==> src/rtl/core/lce_pkg.sv <==
// Shared types, constants and datasheet curve points for the IGBT loss-curve evaluator.
// Used by the top module and lce_interp under rtl/core; depends on nothing.
`timescale 1ns / 1ps
package lce_pkg;

  localparam int VcePoints    = 4;
  localparam int SwitchPoints = 3;

  // Temperature span 25..125 C in 1/16 C units
  localparam logic [10:0] TempSpan = 11'd1600;
  localparam logic [12:0] TempLo   = 13'd400;
  localparam logic [12:0] TempHi   = 13'd2000;

  // Divider bank: quotient bits and latency
  localparam int DivQw    = 26;
  localparam int DivLat   = DivQw + 1;
  // Recovery energy: round and shift, partial products, partial sums, final sum
  localparam int RecQw    = 16;
  localparam int RecLat   = 4;
  localparam int InterpLat = 3;
  localparam int PipeLat  = InterpLat + 2 + DivLat + 3 + RecLat + 1;

  // Register indexes of the configuration port
  typedef enum logic [1:0] {
    RegRefVolt   = 2'd0,
    RegDiodeCold = 2'd1,
    RegDiodeHot  = 2'd2
  } reg_idx_e;

  // Datasheet points: current (1/16 A), value at 25 C, value at 125 C
  localparam logic [15:0] VceSheet [4][3] = '{
    '{16'd800,  16'd1290, 16'd1110},
    '{16'd1600, 16'd1370, 16'd1240},
    '{16'd3200, 16'd1500, 16'd1410},
    '{16'd4800, 16'd1600, 16'd1540}
  };

  // eon, eoff, irr, trr
  localparam logic [15:0] SwSheet [4][3][3] = '{
    '{'{16'd1600, 16'd3720, 16'd4640}, '{16'd3200, 16'd6370, 16'd7220},
      '{16'd4800, 16'd7800, 16'd8800}},
    '{'{16'd1600, 16'd1040, 16'd2370}, '{16'd3200, 16'd3910, 16'd6130},
      '{16'd4800, 16'd8330, 16'd11440}},
    '{'{16'd1600, 16'd316, 16'd856}, '{16'd3200, 16'd725, 16'd1094},
      '{16'd4800, 16'd825, 16'd1285}},
    '{'{16'd1600, 16'd120, 16'd245}, '{16'd3200, 16'd115, 16'd195},
      '{16'd4800, 16'd115, 16'd195}}
  };

  // Curve 0 is vce, curves 1..4 are eon, eoff, irr, trr. Points past the sheet repeat the last.
  function automatic logic [15:0] curve_point(input int curve, input int pt, input int fld);
    int src;
    logic [15:0] v;
    if (curve == 0) begin
      src = (pt < 4) ? pt : 3;
      v   = VceSheet[src][fld];
    end else begin
      src = (pt < 3) ? pt : 2;
      v   = SwSheet[curve-1][src][fld];
    end
    return v;
  endfunction

endpackage

==> src/rtl/core/lce_interp.sv <==
// One curve: segment select on |I|, current interpolation, temperature blend (3 stages).
// Gives the unscaled numerator and the denominator d*1600; depends on lce_pkg.
`timescale 1ns / 1ps
module lce_interp #(
  parameter int CURVE = 0,
  parameter int NPTS  = 4
) (
  input  logic        clk_i,
  input  logic        en_i,
  input  logic [14:0] x_i,
  input  logic [10:0] a_i,
  output logic [42:0] s_o,
  output logic [26:0] den_o
);
  import lce_pkg::*;

  localparam int IdxW = $clog2(NPTS);

  logic [15:0] v0a, v1a, v0b, v1b, d_c, f_c;
  logic [15:0] v0a_q, v1a_q, v0b_q, v1b_q, d1_q, f1_q, d2_q;
  logic [10:0] a1_q, a2_q;
  logic [31:0] w25_q, w125_q;
  logic [42:0] s_q;
  logic [26:0] den_q;

  always_comb begin
    logic [IdxW-1:0] lo, hi;
    logic [15:0]     x16;
    x16 = {1'b0, x_i};
    lo  = '0;
    hi  = '0;
    d_c = 16'd1;
    f_c = '0;
    if (x16 <= curve_point(CURVE, 0, 0)) begin
      lo = '0;
      hi = '0;
    end else if (x16 >= curve_point(CURVE, NPTS - 1, 0)) begin
      lo = IdxW'(NPTS - 1);
      hi = IdxW'(NPTS - 1);
    end else begin
      lo = IdxW'(NPTS - 1);
      hi = IdxW'(NPTS - 1);
      // walk down so the first segment that covers x wins
      for (int i = NPTS - 1; i >= 1; i--) begin
        if (x16 <= curve_point(CURVE, i, 0)) begin
          lo = IdxW'(i - 1);
          if (curve_point(CURVE, i, 0) <= curve_point(CURVE, i - 1, 0)) begin
            hi  = IdxW'(i - 1);
            d_c = 16'd1;
            f_c = '0;
          end else begin
            hi  = IdxW'(i);
            d_c = curve_point(CURVE, i, 0) - curve_point(CURVE, i - 1, 0);
            f_c = x16 - curve_point(CURVE, i - 1, 0);
          end
        end
      end
    end
    v0a = '0;
    v1a = '0;
    v0b = '0;
    v1b = '0;
    for (int i = 0; i < NPTS; i++) begin
      if (lo == IdxW'(i)) begin
        v0a = curve_point(CURVE, i, 1);
        v0b = curve_point(CURVE, i, 2);
      end
      if (hi == IdxW'(i)) begin
        v1a = curve_point(CURVE, i, 1);
        v1b = curve_point(CURVE, i, 2);
      end
    end
  end

  always_ff @(posedge clk_i) begin
    if (en_i) begin
      v0a_q  <= v0a;
      v1a_q  <= v1a;
      v0b_q  <= v0b;
      v1b_q  <= v1b;
      d1_q   <= d_c;
      f1_q   <= f_c;
      a1_q   <= a_i;
      // v0*(d-f) + v1*f stays below 2^32
      w25_q  <= 32'(v0a_q) * 32'(d1_q - f1_q) + 32'(v1a_q) * 32'(f1_q);
      w125_q <= 32'(v0b_q) * 32'(d1_q - f1_q) + 32'(v1b_q) * 32'(f1_q);
      d2_q   <= d1_q;
      a2_q   <= a1_q;
      s_q    <= 43'(w25_q) * 43'(TempSpan - a2_q) + 43'(w125_q) * 43'(a2_q);
      den_q  <= 27'(d2_q) * 27'(TempSpan);
    end
  end

  assign s_o   = s_q;
  assign den_o = den_q;

endmodule

==> config.mk <==
export PLATFORM = sky130hd
export DESIGN_NAME = lce_interp
export DESIGN_NICKNAME = d
export VERILOG_FILES = /design/src/rtl/core/lce_pkg.sv /design/src/rtl/core/lce_interp.sv
export SDC_FILE = /design/constraint.sdc
export NUM_CORES = 2
export LEC_CHECK = 0
export ABC_CLOCK_PERIOD_IN_PS = 11000
export BUFFER_PORTS_ARGS = -buffer_cell sky130_fd_sc_hd__buf_2
export CAP_MARGIN = 10
export CORE_ASPECT_RATIO = 0.75
export CORE_MARGIN = 4
export CORE_UTILIZATION = 55
export DETAILED_ROUTE_END_ITERATION = 8
export HOLD_SLACK_MARGIN = 0.1
export PLACE_DENSITY = 0.67
export RECOVER_POWER = 100
export REMOVE_ABC_BUFFERS = 1
export SYNTH_ARGS = -nofsm -noshare
export SYNTH_HDL_FRONTEND = slang
export SYNTH_SLANG_ARGS = --single-unit
==> constraint.sdc <==
create_clock -name clk_i -period 11 [get_ports clk_i]
set_input_delay 1.1 -clock clk_i [delete_from_list [all_inputs] [get_ports clk_i]]
set_output_delay 1.1 -clock clk_i [all_outputs]
set_load 0.02 [all_outputs]
# After elaboration in Yosys (flattened, before gate mapping)
# Index checks and enable logic that the tools add are counted.
[totals] ff_bits=242 input_bits=28 output_inout_bits=70 elab_cells=145
[classes] n_addsub=11 n_mul=7 n_lt_le_gt_ge=8 n_eq_ne=6 n_mux=85 reduce_logical=7
[op_table] cell="16-bit two-way mux" n=60
[op_table] cell="10-bit two-way mux" n=8
[op_table] cell="32-bit adder" n=2
[op_table] cell="11-bit by 16-bit multiplier with 27-bit output" n=2
[op_table] cell="15-bit by 16-bit less-or-equal comparator with 1-bit output" n=3
[op_table] cell="16-bit less-or-equal comparator" n=3
[op_table] cell="15-bit by 16-bit subtractor with 16-bit output" n=3
[op_table] cell="16-bit subtractor" n=3
[op_table] cell="11-bit two-way mux" n=4
[op_table] cell="43-bit adder" n=1
[op_table] cell="32-bit by 11-bit multiplier with 43-bit output" n=1
[op_table] cell="33-bit by 12-bit multiplier with 43-bit output" n=1
[op_table] cell="11-bit by 32-bit multiplier with 32-bit output" n=1
[op_table] cell="12-bit by 17-bit multiplier with 29-bit output" n=1
[op_table] cell="16-bit by 5-bit multiplier with 21-bit output, second input constant" n=1
[op_table] cell="2-bit two-way mux" n=9
[op_table] cell="16-bit by 16-bit subtractor with 17-bit output" n=1
[op_table] cell="15-bit by 13-bit greater-or-equal comparator with 1-bit output, second input constant" n=1
[op_table] cell="15-bit by 10-bit less-or-equal comparator with 1-bit output, second input constant" n=1
[op_table] cell="11-bit by 11-bit subtractor with 12-bit output, first input constant" n=1
[op_table] cell="2-bit equality test, second input constant" n=4
[op_table] cell="2-bit OR reduction" n=3
[op_table] cell="3-bit OR reduction" n=2
[op_table] cell="2-bit by 1-bit equality test with 1-bit output, second input constant" n=2
[op_table] cell="2 further kinds" n=6

# Depth between registers and ports, before layout
[depth] word_depth=18 mapped_depth=39 ltp_nobuf=38

# Worst setup path before layout
# OpenSTA, ideal clock, no wires.
[synth_path] path_type="reg2reg" from="register v1a_q[7]" to="register w25_q[31] (data pin)" setup_ps=260 arrival_time_ps=8901 required_ps=10740 path_slack_ps=1839 path_stages_with_launch=37 path_buffers=1 synth_period_minus_slack_ps=9161 cell_sequence="edfxtp_1 -> clkbuf_1 -> nand2_1 -> inv_1 -> fa_1 -> inv_1 -> fa_1 -> inv_1 -> fa_1 -> inv_1 -> fa_1 -> fa_1 -> inv_1 -> ha_1 -> or3_1 -> or4_1 -> a31oi_1 -> a21oi_1 -> o21ai_1 -> nand2b_1 -> a21oi_1 -> xnor2_1 -> ha_1 -> fa_1 -> inv_1 -> fa_1 -> fa_1 -> inv_1 -> ha_1 -> a21o_1 -> a21o_1 -> a211oi_1 -> a21oi_1 -> o41ai_2 -> o21bai_1 -> a21oi_1 -> xnor2_1"
[synth_via] elab_chain_cells=2
[synth_lines] element="start: declaration" line_no="lce_interp.sv:20" source="logic [15:0] v0a_q, v1a_q, v0b_q, v1b_q, d1_q, f1_q, d2_q;"
[synth_lines] element="start signal: assignment" line_no="lce_interp.sv:78" source="v1a_q <= v1a;"
[synth_lines] element="11-bit by 16-bit multiplier with 27-bit output" line_no="lce_interp.sv:85" source="w25_q <= 32'(v0a_q) * 32'(d1_q - f1_q) + 32'(v1a_q) * 32'(f1_q);"
[synth_lines] element="32-bit adder" line_no="lce_interp.sv:85"
[synth_lines] element="end signal: assignment" line_no="lce_interp.sv:85"
[synth_lines] element="end: declaration" line_no="lce_interp.sv:22" source="logic [31:0] w25_q, w125_q;"
# Every way passes these cells.
# A chain may end at the register's enable or synchronous reset.

# Final worst setup path
[layout_path] from="register v1a_q[4]" to="register w25_q[31] (data pin)"
# Same word-level chain as after synthesis.

==> results.md <==
- Cells after Synth: 5507
- Final TNS setup: 0 ps
- Hold crit path type: register to register
- Crit-path leading delay family: adder cells
- Initial DRT Pass Iterations: 6
- Crit start category: register
- Port Buffers: 82
- TritonCTS clock tree: built
- Clk slew on worst S/H paths: 90 ps
- Critical path depth: 32
- Die H: 277 um
- RSZ-0062 raised after global routing: false
- Post-Syn Area: 52900 um2
- Total GRT Usage: 26.5%
- R2r setup slk: 700 ps
- Nets@finish: 7197
- CORE AREA: 95400 um2
- FF-to-FF Start: v1a_q[4]$_SDFFCE_PP0P_
- Mean cell area of the mapped netlist: 9.60 um2
- CP endpoint kind: register
- Slew @ Worst Pin: 6430 ps
- Clock Latency Late Sink: 550 ps
- Slew HR: -329%
- Post-route DRC: 0
- Critical path fanouts, max: 16
- Slew Viols, Final: 247
- Pin count of the biggest net entering global routing: 109
- Boundary pin count: 98
- ANT cells: 0
- Crit-path max cell delay: 730 ps
- Synthesis Warnings: 0
- Num CTS Buffers: 17
- FP Rows: 98
- # Post-CTS Setup Buffers: 0
- Maxcap violations: 3
- Fmax: 97.1 MHz
- CTS root buffer: clkbuf_16
- Unique masters post-synth: 82
- Fill count: 8361
- HPWL Detailed: 109 mm
- Count of flip-flops with a built-in enable after synthesis: 181
- Sink Count: 181
- Remaining antenna violation count after routing: 0
- Async SR Flop Fraction: 0%
- Ys flop type: edfxtp_1
- Min cycle time layout: 10300 ps
- Most frequent cell on the critical path: fa_1
- Initial antenna violation count: 0
- WP data arrival: 10590 ps
- Via density: 5.38
- Hold path depth: 0
- Vias: 36141
- Placed cells: 6688
- Layout cells sized above 1: 2.32%
- Critical path class: register to register
- Final Setup Violations: 0
- Failing checks: max-capacitance violations, max-slew violations
- Critical Path Sink: w25_q[31]$_DFFE_PP_
- Post-CTS sizing: 0
- RePlAce Congestion: 0.935
- Hold_sp: a1_q[2]$_DFFE_PP_
- Global route overflow: 0
- Longest Clk Path Bufs: 2
- Sequential area share after synthesis: 10.3%
- Crit. Startpoint: v1a_q[4]$_SDFFCE_PP0P_
- Worst-path cell with the longest stage delay: a2111oi_0
- Skew final: 22.4 ps
- Detailed Route WL: 127 mm
- Area of the multi-input gates: 41500 um2
- First-pass GRT wire length: 212 mm
- Cts hold-fix bufs: 0
- Reg2reg end: w25_q[31]$_DFFE_PP_
- Hold Fails Final Rpt: 0
- Register Area: 5440 um2
- Routed WL per cell: 18.8 um
- WP buf/inv: 6
- Status: finished with violations
- Die ar.: 101000 um2
- Vias in the first global route: 38488
- Worst EP required: 11290 ps
- Final Cycle Share: 93.6%
- Syn-to-layout area delta: 3.92%
- Synthesized flop and latch total: 181
- Layout Cells excl Fill: 6720
- Drt initial violations: 2511
- H-tree levels: 4
- Die Width: 366 um
- Register-to-Register Path Depth: 32
- Starting Density: 55.4%
==> cell usage in the layout, fill, tap and decap left out, types with 11 or more instances in the layout <==
| master | n |
|---|---|
| nand3_1 | 35 |
| a31oi_1 | 17 |
| a211oi_1 | 21 |
| edfxtp_1 | 181 |
| xnor2_1 | 129 |
| clkbuf_16 | 17 |
| and2_0 | 22 |
| nor2_1 | 120 |
| and2_1 | 436 |
| buf_2 | 25 |
| clkbuf_1 | 63 |
| nor3_1 | 31 |
| a21o_1 | 61 |
| xor2_1 | 42 |
| conb_1 | 15 |
| nand4_1 | 11 |
| nor2b_1 | 66 |
| o21bai_1 | 24 |
| o21a_1 | 33 |
| nand2b_1 | 45 |
| o21ai_0 | 72 |
| fa_1 | 1123 |
| inv_1 | 1368 |
| a21oi_1 | 128 |
| nand2_1 | 592 |
| buf_4 | 39 |
| ha_1 | 589 |
==> synthesized netlist by cell type (all sizes together) (7+ instances only) <==
| master | n | share of area (%) |
|---|---|---|
| clkbuf | 185 | 1.3 |
| a211o | 9 | 0.15 |
| ha | 589 | 14 |
| nand2b | 45 | 0.53 |
| a2111oi | 7 | 0.15 |
| nand3 | 35 | 0.33 |
| and2 | 459 | 5.4 |
| or4 | 10 | 0.14 |
| o21a | 33 | 0.47 |
| a31oi | 18 | 0.27 |
| nor2b | 66 | 0.78 |
| a211oi | 23 | 0.35 |
| nor3 | 32 | 0.31 |
| and3 | 8 | 0.095 |
| a21o | 63 | 0.90 |
| fa | 1123 | 43 |
| buf | 25 | 0.33 |
| edfxtp | 181 | 10 |
| inv | 1369 | 9.7 |
| nand4 | 11 | 0.14 |
| o21bai | 24 | 0.34 |
| or3 | 8 | 0.095 |
| a21boi | 7 | 0.11 |
| nand2 | 592 | 4.2 |
| nor2 | 120 | 0.85 |
| nor4 | 8 | 0.11 |
| xnor2 | 135 | 2.2 |
| xor2 | 45 | 0.75 |
| o211ai | 10 | 0.14 |
| o21ai | 74 | 0.71 |
| a21oi | 128 | 1.2 |
==> cell type report <==
| cell class | count | area share (%) |
|---|---|---|
| Tap cell | 1250 | 2.85 |
| Clock inverter | 15 | 0.373 |
| Multi-Input combinational cell | 3761 | 75.6 |
| Timing Repair Buffer | 127 | 1.19 |
| Sequential cell | 181 | 9.89 |
| Inverter | 1369 | 9.35 |
| Clock buffer | 17 | 0.774 |
==> worst min path at each step <==
stage | to | slack, ps
after global routing | a2_q[10]$_DFFE_PP_ | 440
after detailed placement | a2_q[2]$_DFFE_PP_ | 410
after floorplan | a2_q[0]$_DFFE_PP_ | 400
final | a2_q[2]$_DFFE_PP_ | 420
after global placement | a2_q[1]$_DFFE_PP_ | 400
after CTS | a2_q[2]$_DFFE_PP_ | 430
==> metal layers <==
metal	routed length, um	share of wire [%]	track usage [%]	up-vias
li1	-	-	-	16410
met1	58800	46	39.8	18405
met2	56700	45	41.1	1239
met3	9730	7.7	4.76	87
met4	1470	1.2	4.18	0
met5	0	0	0	-
==> per-stage QoR <==
step / area [um2] / util (%) / setup WS, ps / hold slack [ps]
global placement: 54500 / 57.1 / 1110 / 404
detailed placement: 54500 / 57.1 / 898 / 408
CTS: 55100 / 57.7 / 841 / 427
floorplan: 52100 / - / 1910 / 400
finish: 54900 / 57.6 / 699 / 424
global route: 54900 / 57.6 / 236 / 440
==> sequential cells by signal, summed over array words and instances (netlist names), 5 cells and up <==
register  cells
v1a_q         5
s_o          42
a2_q         11
v1b_q         5
den_o        11
v0b_q         6
a1_q         11
w25_q        31
w125_q       31
f1_q         16
==> logic make-up (layout without fill, tap and decap cells) <==
family                     count (synthesis)  in the layout  share of synthesized area, %
and+or+nand+nor                         1410           1410                          13.3
DFF                                      181            181                          10.3
xor gates and xnor gates                 180            180                          2.98
AOI/OAI and AO/OA                        442            442                          5.62
other                                      1             15                       0.00709
adders and majority gates               1712           1712                          56.5
muxes                                      2              2                        0.0379
buffers and inverters                   1579           1528                          11.4
Power is not shown: default switching activity piles up to over one toggle a cycle in this logic, so the estimate is an artifact.
